==> config.mk <==
export PLATFORM = sky130hd
export DESIGN_NAME = bresenham_circle_rasterizer_top_flat
export DESIGN_NICKNAME = d
export VERILOG_FILES = /design/src/sv/bcr_pkg.sv /design/src/sv/bcr_cmd_if.sv /design/src/sv/bcr_pix_if.sv /design/src/sv/bcr_step.sv /design/src/sv/bcr_emit.sv /design/src/sv/bresenham_circle_rasterizer_top.sv /design/src/flat_wrapper.sv
export SDC_FILE = /design/constraint.sdc
export NUM_CORES = 1
export LEC_CHECK = 0
export BUFFER_PORTS_ARGS = -buffer_cell sky130_fd_sc_hd__clkbuf_2
export CORE_UTILIZATION = 40
export CTS_CLUSTER_DIAMETER = 100
export DETAILED_ROUTE_END_ITERATION = 8
export SLEW_MARGIN = 20
export SYNTH_ARGS = -nofsm -noshare
export SYNTH_HDL_FRONTEND = slang
export SYNTH_SLANG_ARGS = --single-unit
==> constraint.sdc <==
create_clock -name clk -period 6.35 [get_ports clk]
set_clock_uncertainty 0.15 [all_clocks]
set_input_delay 0.3175 -clock clk [delete_from_list [all_inputs] [get_ports clk]]
set_output_delay 0.3175 -clock clk [all_outputs]
set_load 0.02 [all_outputs]
==> src/sv/bcr_pkg.sv <==
// bcr_pkg: shared types and constants for the circle rasterizer
// no dependencies; imported by bcr_step, bcr_emit and the top level
package bcr_pkg;

	// request command codes
	localparam logic CMD_START = 1'b0;
	localparam logic CMD_STEP  = 1'b1;

	// midpoint decision constants
	localparam int C_DEC_INIT   = 3;
	localparam int C_RAD_SHIFT  = 1;  // 2*r
	localparam int C_STEP_SHIFT = 2;  // 4*(...)
	localparam int C_INC_DIAG   = 10;
	localparam int C_INC_AXIS   = 6;

	// symmetric point index: bit0 negates first offset, bit1 the second, bit2 swaps x/y
	localparam int PT_IDX_W = 3;
	localparam logic [PT_IDX_W-1:0] PT_FIRST_FULL  = 3'd0;
	localparam logic [PT_IDX_W-1:0] PT_LAST_FULL   = 3'd7;
	localparam logic [PT_IDX_W-1:0] PT_FIRST_LOWER = 3'd2;
	localparam logic [PT_IDX_W-1:0] PT_LAST_LOWER  = 3'd3;

	// control from the step unit to the point emitter
	typedef struct packed {
		logic load;   // a new point burst is handed over
		logic lower;  // emit only the two lower points
		logic done;   // this iteration ends the circle
	} bcr_ctl_t;

endpackage

==> src/sv/bcr_cmd_if.sv <==
// bcr_cmd_if: valid/ready channel carrying one circle command request
// no dependencies
interface bcr_cmd_if #(
	parameter int COORD_BITS  = 12,
	parameter int RADIUS_BITS = 10
);
	logic                          valid;
	logic                          ready;
	logic                          command;
	logic signed [COORD_BITS-1:0]  center_x;
	logic signed [COORD_BITS-1:0]  center_y;
	logic        [RADIUS_BITS-1:0] radius;
	logic                          lower_arc_only;

	modport source (
		output valid, command, center_x, center_y, radius, lower_arc_only,
		input  ready
	);
	modport sink (
		input  valid, command, center_x, center_y, radius, lower_arc_only,
		output ready
	);
endinterface

==> src/sv/bcr_pix_if.sv <==
// bcr_pix_if: valid/ready channel carrying one plotted point request
// no dependencies
interface bcr_pix_if #(
	parameter int COORD_BITS = 12
);
	logic                        valid;
	logic                        ready;
	logic signed [COORD_BITS:0]  pixel_x;
	logic signed [COORD_BITS:0]  pixel_y;
	logic                        last;
	logic                        done_res;

	modport source (
		output valid, pixel_x, pixel_y, last, done_res,
		input  ready
	);
	modport sink (
		input  valid, pixel_x, pixel_y, last, done_res,
		output ready
	);
endinterface

==> src/sv/bcr_step.sv <==
// bcr_step: circle state registers and one midpoint iteration per accepted step request of an active circle
// depends on bcr_pkg and bcr_cmd_if
module bcr_step #(
	parameter int RADIUS_BITS = 10,
	parameter int COORD_BITS  = 12
) (
	input  logic                          clk,
	input  logic                          arst_n,
	bcr_cmd_if.sink                       cmd,
	input  logic                          slot_free,
	output bcr_pkg::bcr_ctl_t             ctl,
	output logic signed [COORD_BITS-1:0]  cx,
	output logic signed [COORD_BITS-1:0]  cy,
	output logic signed [RADIUS_BITS:0]   ox,
	output logic signed [RADIUS_BITS:0]   oy
);
	import bcr_pkg::*;

	localparam int OFF_BITS = RADIUS_BITS + 1;
	localparam int DEC_BITS = RADIUS_BITS + 6;

	logic signed [COORD_BITS-1:0] cx_q, cy_q;
	// offsets are signed: a zero radius steps y down to -1 on its overshoot
	logic signed [OFF_BITS-1:0]   ox_q, oy_q;
	logic signed [DEC_BITS-1:0]   dec_q;
	logic                         lower_q;
	logic                         active_q;

	logic                         accept, is_start, gt;
	logic signed [OFF_BITS-1:0]   x_n, y_n;
	logic signed [DEC_BITS-1:0]   xw, yw, rw, inc, dec_step, dec_start;
	logic                         done_n;

	assign cmd.ready = slot_free;
	assign accept    = cmd.valid && slot_free;
	assign is_start  = (cmd.command == CMD_START);

	// one midpoint iteration from the stored offsets
	assign gt       = !dec_q[DEC_BITS-1] && (dec_q != '0);
	assign x_n      = ox_q + OFF_BITS'(1);
	assign y_n      = gt ? (oy_q - OFF_BITS'(1)) : oy_q;
	assign xw       = DEC_BITS'(x_n);
	assign yw       = DEC_BITS'(y_n);
	assign inc      = gt ? (((xw - yw) <<< C_STEP_SHIFT) + DEC_BITS'(C_INC_DIAG))
	                     : ((xw <<< C_STEP_SHIFT) + DEC_BITS'(C_INC_AXIS));
	assign dec_step = dec_q + inc;
	assign done_n   = (y_n < x_n);

	assign rw        = DEC_BITS'(cmd.radius);
	assign dec_start = DEC_BITS'(C_DEC_INIT) - (rw <<< C_RAD_SHIFT);

	// burst handed to the emitter
	always_comb begin
		ctl.load  = accept && (is_start || active_q);
		ctl.lower = !is_start && lower_q;
		ctl.done  = !is_start && done_n;
		cx        = is_start ? cmd.center_x : cx_q;
		cy        = is_start ? cmd.center_y : cy_q;
		ox        = is_start ? '0 : x_n;
		oy        = is_start ? OFF_BITS'(cmd.radius) : y_n;
	end

	always_ff @(posedge clk or negedge arst_n) begin
		if (!arst_n) begin
			cx_q     <= '0;
			cy_q     <= '0;
			ox_q     <= '0;
			oy_q     <= '0;
			dec_q    <= '0;
			lower_q  <= 1'b0;
			active_q <= 1'b0;
		end else if (accept) begin
			if (is_start) begin
				cx_q     <= cmd.center_x;
				cy_q     <= cmd.center_y;
				ox_q     <= '0;
				oy_q     <= OFF_BITS'(cmd.radius);
				dec_q    <= dec_start;
				lower_q  <= cmd.lower_arc_only;
				active_q <= 1'b1;
			end else if (active_q) begin
				ox_q     <= x_n;
				oy_q     <= y_n;
				dec_q    <= dec_step;
				active_q <= !done_n;
			end
		end
	end

endmodule

==> src/sv/bcr_emit.sv <==
// bcr_emit: sends a held burst's symmetric points one per cycle unless stalled
// depends on bcr_pkg and bcr_pix_if
module bcr_emit #(
	parameter int RADIUS_BITS = 10,
	parameter int COORD_BITS  = 12
) (
	input  logic                          clk,
	input  logic                          arst_n,
	input  bcr_pkg::bcr_ctl_t             ctl,
	input  logic signed [COORD_BITS-1:0]  cx,
	input  logic signed [COORD_BITS-1:0]  cy,
	input  logic signed [RADIUS_BITS:0]   ox,
	input  logic signed [RADIUS_BITS:0]   oy,
	output logic                          slot_free,
	bcr_pix_if.source                     pix
);
	import bcr_pkg::*;

	localparam int OFF_BITS = RADIUS_BITS + 1;
	localparam int OUT_BITS = COORD_BITS + 1;
	localparam int SUM_W    = ((COORD_BITS > OFF_BITS + 1) ? COORD_BITS : OFF_BITS + 1) + 1;

	logic                         busy_q;
	logic        [PT_IDX_W-1:0]   idx_q;
	logic                         lower_q, done_q;
	logic signed [COORD_BITS-1:0] cx_q, cy_q;
	logic signed [OFF_BITS-1:0]   ox_q, oy_q;

	logic                         ovalid_q, last_q, dn_q;
	logic signed [OUT_BITS-1:0]   px_q, py_q;

	logic                         can_push, push, last_pt;
	logic signed [OFF_BITS-1:0]   a, b;
	logic signed [SUM_W-1:0]      cxw, cyw, aw, bw, px_w, py_w;

	assign can_push  = !ovalid_q || pix.ready;
	assign push      = busy_q && can_push;
	assign last_pt   = (idx_q == (lower_q ? PT_LAST_LOWER : PT_LAST_FULL));
	assign slot_free = !busy_q || (push && last_pt);

	// idx bit2 swaps the offsets, bit0/bit1 negate them
	assign a    = idx_q[2] ? oy_q : ox_q;
	assign b    = idx_q[2] ? ox_q : oy_q;
	assign cxw  = {{(SUM_W-COORD_BITS){cx_q[COORD_BITS-1]}}, cx_q};
	assign cyw  = {{(SUM_W-COORD_BITS){cy_q[COORD_BITS-1]}}, cy_q};
	assign aw   = SUM_W'(a);
	assign bw   = SUM_W'(b);
	assign px_w = idx_q[0] ? (cxw - aw) : (cxw + aw);
	assign py_w = idx_q[1] ? (cyw - bw) : (cyw + bw);

	assign pix.valid    = ovalid_q;
	assign pix.pixel_x  = px_q;
	assign pix.pixel_y  = py_q;
	assign pix.last     = last_q;
	assign pix.done_res = dn_q;

	always_ff @(posedge clk or negedge arst_n) begin
		if (!arst_n) begin
			busy_q  <= 1'b0;
			idx_q   <= PT_FIRST_FULL;
			lower_q <= 1'b0;
			done_q  <= 1'b0;
		end else if (ctl.load) begin
			busy_q  <= 1'b1;
			idx_q   <= ctl.lower ? PT_FIRST_LOWER : PT_FIRST_FULL;
			lower_q <= ctl.lower;
			done_q  <= ctl.done;
		end else if (push) begin
			if (last_pt) begin
				busy_q <= 1'b0;
			end else begin
				idx_q <= idx_q + PT_IDX_W'(1);
			end
		end
	end

	always_ff @(posedge clk) begin
		if (ctl.load) begin
			cx_q <= cx;
			cy_q <= cy;
			ox_q <= ox;
			oy_q <= oy;
		end
	end

	always_ff @(posedge clk or negedge arst_n) begin
		if (!arst_n) begin
			ovalid_q <= 1'b0;
		end else if (push) begin
			ovalid_q <= 1'b1;
		end else if (pix.ready) begin
			ovalid_q <= 1'b0;
		end
	end

	always_ff @(posedge clk) begin
		if (push) begin
			px_q   <= px_w[OUT_BITS-1:0];
			py_q   <= py_w[OUT_BITS-1:0];
			last_q <= last_pt;
			dn_q   <= done_q;
		end
	end

endmodule

==> src/sv/bresenham_circle_rasterizer_top.sv <==
// Midpoint circle rasterizer. A start request (command 0) latches centre, radius and the
// lower-arc flag and yields the eight symmetric points of offset (0, radius); each step
// request (command 1) advances x once and yields eight points, or two lower points in
// lower-arc mode; a step with no circle in progress is taken and yields nothing. Points
// leave through an output register, one per cycle while the output is not stalled; last
// marks the final point of a request and done_res marks every point of the iteration that
// ends the circle. The single point emitter takes the next request in the cycle its last
// point moves out.
// depends on bcr_pkg, bcr_cmd_if, bcr_pix_if, bcr_step and bcr_emit
module bresenham_circle_rasterizer_top #(
	parameter int RADIUS_BITS = 10,
	parameter int COORD_BITS  = 12
) (
	input  logic       clk,
	input  logic       arst_n,
	bcr_cmd_if.sink    cmd,
	bcr_pix_if.source  pixel
);
	import bcr_pkg::*;

	bcr_ctl_t                     ctl;
	logic                         slot_free;
	logic signed [COORD_BITS-1:0] cx, cy;
	logic signed [RADIUS_BITS:0]  ox, oy;

	bcr_step #(
		.RADIUS_BITS (RADIUS_BITS),
		.COORD_BITS  (COORD_BITS)
	) u_step (
		.clk       (clk),
		.arst_n    (arst_n),
		.cmd       (cmd),
		.slot_free (slot_free),
		.ctl       (ctl),
		.cx        (cx),
		.cy        (cy),
		.ox        (ox),
		.oy        (oy)
	);

	bcr_emit #(
		.RADIUS_BITS (RADIUS_BITS),
		.COORD_BITS  (COORD_BITS)
	) u_emit (
		.clk       (clk),
		.arst_n    (arst_n),
		.ctl       (ctl),
		.cx        (cx),
		.cy        (cy),
		.ox        (ox),
		.oy        (oy),
		.slot_free (slot_free),
		.pix       (pixel)
	);

endmodule
==> src/flat_wrapper.sv <==
// flat-port wrapper written by rule: the top's interface ports become plain ports
module bresenham_circle_rasterizer_top_flat import bcr_pkg::*;
#(
	parameter int RADIUS_BITS = 10,
	parameter int COORD_BITS  = 12
)
  (clk, arst_n, cmd_valid, cmd_command, cmd_center_x, cmd_center_y, cmd_radius, cmd_lower_arc_only, cmd_ready, pixel_valid, pixel_pixel_x, pixel_pixel_y, pixel_last, pixel_done_res, pixel_ready);
  bcr_cmd_if #(.COORD_BITS(COORD_BITS), .RADIUS_BITS(RADIUS_BITS)) cmd_i ();
  bcr_pix_if #(.COORD_BITS(COORD_BITS)) pixel_i ();
  input  logic clk;
  input  logic arst_n;
  input wire logic [$bits(cmd_i.valid)-1:0] cmd_valid;
  input wire logic [$bits(cmd_i.command)-1:0] cmd_command;
  input wire logic [$bits(cmd_i.center_x)-1:0] cmd_center_x;
  input wire logic [$bits(cmd_i.center_y)-1:0] cmd_center_y;
  input wire logic [$bits(cmd_i.radius)-1:0] cmd_radius;
  input wire logic [$bits(cmd_i.lower_arc_only)-1:0] cmd_lower_arc_only;
  output wire logic [$bits(cmd_i.ready)-1:0] cmd_ready;
  output wire logic [$bits(pixel_i.valid)-1:0] pixel_valid;
  output wire logic [$bits(pixel_i.pixel_x)-1:0] pixel_pixel_x;
  output wire logic [$bits(pixel_i.pixel_y)-1:0] pixel_pixel_y;
  output wire logic [$bits(pixel_i.last)-1:0] pixel_last;
  output wire logic [$bits(pixel_i.done_res)-1:0] pixel_done_res;
  input wire logic [$bits(pixel_i.ready)-1:0] pixel_ready;
  assign cmd_i.valid = cmd_valid;
  assign cmd_i.command = cmd_command;
  assign cmd_i.center_x = cmd_center_x;
  assign cmd_i.center_y = cmd_center_y;
  assign cmd_i.radius = cmd_radius;
  assign cmd_i.lower_arc_only = cmd_lower_arc_only;
  assign cmd_ready = cmd_i.ready;
  assign pixel_valid = pixel_i.valid;
  assign pixel_pixel_x = pixel_i.pixel_x;
  assign pixel_pixel_y = pixel_i.pixel_y;
  assign pixel_last = pixel_i.last;
  assign pixel_done_res = pixel_i.done_res;
  assign pixel_i.ready = pixel_ready;
  bresenham_circle_rasterizer_top #(.RADIUS_BITS(RADIUS_BITS), .COORD_BITS(COORD_BITS)) u_core (.clk(clk), .arst_n(arst_n), .cmd(cmd_i), .pixel(pixel_i));
endmodule
==> metrics.csv <==
stage,metric,value,unit
outcome,status,finished clean,
floorplanning,core_area,0.0242,mm^2
placement,dp.final_hpwl,18300,um
yosys,yosysUniqueCellTypes,82,
yosys,synth.top_cell.area_share,0.226,
clock_tree,root_buffer,clkbuf_16,
timing,slew_headroom,0.372,
grt,antenna_found_initial,0,
timing,setup_slack,448,ps
final_layout,final_nets,1167,
floorplanning,die_h,159,um
route,vias,7525,
clock_tree,worst_skew_pair.late_latency,420,ps
yosys,syn_inst,1000,
yosys,synth-edff-count,74,
power_and_ir_drop,p_leak,4.71,nW
grt,grt_util_all_layers,0.197,
clock_tree,cts_tree,yes,
power_and_ir_drop,power_density,607,mW/mm^2
timing,tightest_slew,942,ps
route,drc,0,
yosys,syn_area,0.00983,mm^2
critical_path,worstSetupPathType,flip-flop to flip-flop,
final_layout,fillers,2341,
timing,hold_viol,0,
grt,grt_overflow,0,
grt,grt_pass1_vias,7333,
route,antenna_left,0,
flow_run,cap_violations,0,
timing,clock.fmax,169,MHz
critical_path,crit_path_start_kind,flip-flop,
yosys,synthFlopType,edfxtp_1,
final_layout,post_route_cells_drive_above_1_share,0.191,
clock_tree,cts_max_path_buffers,2,
placement,gp_congestion,0.908,
floorplanning,initial_core_util,0.406,
route,drt-total-wl,24200,um
route,drt_iter0_drc,535,
yosys,synth.area.top_cells,"edfxtp_1, dfrtp_1, ha_1, mux2_2, xnor2_1",
yosys,async_flop_share,0.490,
yosys,yosysTopAreaCell,edfxtp_1,
final_layout,final_cell_mix,"nand2_1, edfxtp_1, nor2_1",
yosys,syn-num-nets,1098,
critical_path,endpoint_kind,flip-flop,
critical_path,critPathArrivalTime,6100,ps
clock_tree,clk_pin_slew,70,ps
route,first_pass_iters,5,
timing,finalSetupTns,0,ps
placement,preCtsSetupSlack,500,ps
timing,fin_crit,5900,ps
critical_path,cp_max_fo,7,
floorplanning,die_area,0.0252,mm^2
yosys,ys_warn_count,0,
power_and_ir_drop,vdd_ir_drop_max,0.000265,V
floorplanning,rows,57,
yosys,synth_seq_area_share,0.407,
critical_path,critical_path_required,6550,ps
yosys,synth-seq-cells,145,
grt,grt_max_degree,68,
route,post_drt_wl_per_cell,17.2,um
timing,drv_slew,0,
final_layout,n_antenna_cell,0,
route,vias_per_cell,5.35,
clock_tree,cts-buffers-inserted,17,
timing,fin_crit_sh,0.929,
final_layout,area_delta_synth_final,13.4,%
min_path,hold_class,input port to flip-flop,
floorplanning,io_pins,70,
clock_tree,cts_num_sinks,145,
floorplanning,die_w,159,um
timing,rsz0062_at_grt,false,
clock_tree,htreeDepth,4,
grt,grt_pass1_wl,39300,um
final_layout,layout_commonest_cell,nand2_1,
timing,timing.final.setup_violations,0,
placement,io_buffer_count,69,
yosys,synth.avg_cell_area,9.83,um^2
worst max-delay path, stage by stage (launching register included):
cell	delay (ps)
dfrtp_1	440
inv_1	120
ha_1	210
inv_1	80
or3_1	430
or4_1	440
xor2_1	180
ha_1	440
inv_1	110
o31ai_1	510
and2_1	200
a211oi_1	100
nor4_2	300
nor2b_1	200
xnor2_1	130
o21ai_1	80
xnor2_1	200
ha_1	280
or2_2	300
a21oi_1	150
a21oi_1	80
a31o_2	270
xor2_1	140
a21boi_1	140
a2bb2oi_1	160
state kept, by name, indices dropped and copies added, names as in the netlist:
register / count
u_core.u_step.dec_q: 16
u_core.u_emit.pix.pixel_x: 13
u_core.u_emit.pix.pixel_y: 13
u_core.u_emit.cx_q: 12
u_core.u_emit.cy_q: 12
u_core.u_step.cx_q: 12
u_core.u_step.cy_q: 12
u_core.u_emit.ox_q: 11
u_core.u_emit.oy_q: 11
u_core.u_step.ox_q: 11
u_core.u_step.oy_q: 11
u_core.u_emit.idx_q: 3
u_core.u_emit.busy_q: 1
u_core.u_emit.done_q: 1
u_core.u_emit.lower_q: 1
u_core.u_emit.pix.done_res: 1
u_core.u_emit.pix.last: 1
u_core.u_emit.pix.valid: 1
u_core.u_step.active_q: 1
u_core.u_step.lower_q: 1
layer usage:
metal / GRT usage / up-vias / wire (um)
li1: - / 3744 / -
met1: 0.265 / 3571 / 11300
met2: 0.324 / 169 / 11400
met3: 0.0282 / 41 / 819
met4: 0.0693 / 0 / 683
met5: 0 / - / 0
layout make-up:
class / instances / area [um^2] / area share
Multi-Input combinational cell: 768 / 5510 / 0.495
Inverter: 47 / 176 / 0.0158
Tap cell: 324 / 405 / 0.0364
Sequential cell: 145 / 4000 / 0.359
Clock buffer: 18 / 429 / 0.0385
Clock inverter: 14 / 119 / 0.0107
Timing Repair Buffer: 90 / 508 / 0.0456
cell families (layout without fill, tap and decap cells):
| family | after synthesis | count (layout) | synth area share |
|---|---|---|---|
| and+or+nand+nor | 304 | 304 | 0.158 |
| AOI/OAI and AO/OA | 230 | 230 | 0.151 |
| DFF | 145 | 145 | 0.407 |
| xor gates and xnor gates | 98 | 98 | 0.0873 |
| buffers and inverters | 87 | 169 | 0.0341 |
| muxes | 77 | 77 | 0.0860 |
| adders and majority gates | 59 | 59 | 0.0771 |
cells in the mapped netlist (all sizes together) (4+ instances only):
master / n
nand2b: 21
o32ai: 4
and3: 8
nor3: 22
a21oi: 69
or2: 5
nor4: 11
inv: 47
o21ai: 72
clkbuf: 31
xnor2: 59
dfrtp: 71
mux2i: 20
a31oi: 5
o31ai: 6
or3: 13
edfxtp: 74
o21a: 4
mux2: 57
nand3: 15
a211oi: 7
a21boi: 7
and2: 12
nor2: 73
a21o: 14
nor2b: 14
o21bai: 5
xor2: 39
nand4: 5
nand2: 89
ha: 55
buf: 9
through the flow:
step           power [mW]  instance area [um^2]  hold slack [ps]   util  cells
3_3_place_gp         5.79                 10600            -19.7  0.436   1373
5_1_grt              7.36                 11200             20.2  0.460   1406
3_5_place_dp         5.82                 10600            -19.0  0.436   1373
4_1_cts              6.79                 11100             13.3  0.459   1406
6_report             6.77                 11200             22.0  0.460   1406
2_1_floorplan        4.86                  9830             -128      -   1000
report_power, final:
| group | total, mW | internal [mW] | switching [mW] |
|---|---|---|---|
| clock network | 0.940 | 0.512 | 0.428 |
| registers | 1.76 | 1.50 | 0.264 |
| logic | 4.07 | 1.75 | 2.31 |
| total | 6.77 | 3.76 | 3.01 |
timing repair:
item	4_1_cts	5_1_grt
setup endpoints to repair	0	1
hold buffers	1	0
resized for setup	0	2
hold endpoints to repair	4	0
buffers inserted	0	0
path summary, 6_finish.rpt:
path	to	depth (start not counted)	from	slack [ps]
hold reg to reg	u_core.u_emit.pix.done_res$_DFFE_PP_	0	u_core.u_emit.done_q$_DFFE_PN0P_	300
max in group asynchronous	u_core.u_step.lower_q$_DFFE_PN0P_	3	arst_n	4860
min in group asynchronous	u_core.u_step.oy_q[8]$_DFFE_PN0P_	2	arst_n	80
setup / recovery	u_core.u_step.dec_q[15]$_DFFE_PN0P_	24	u_core.u_step.oy_q[1]$_DFFE_PN0P_	450
hold / removal	u_core.u_step.lower_q$_DFFE_PN0P_	2	cmd_lower_arc_only	20
setup reg to reg	u_core.u_step.dec_q[15]$_DFFE_PN0P_	24	u_core.u_step.oy_q[1]$_DFFE_PN0P_	450
Power figures use the tool's default switching activity.
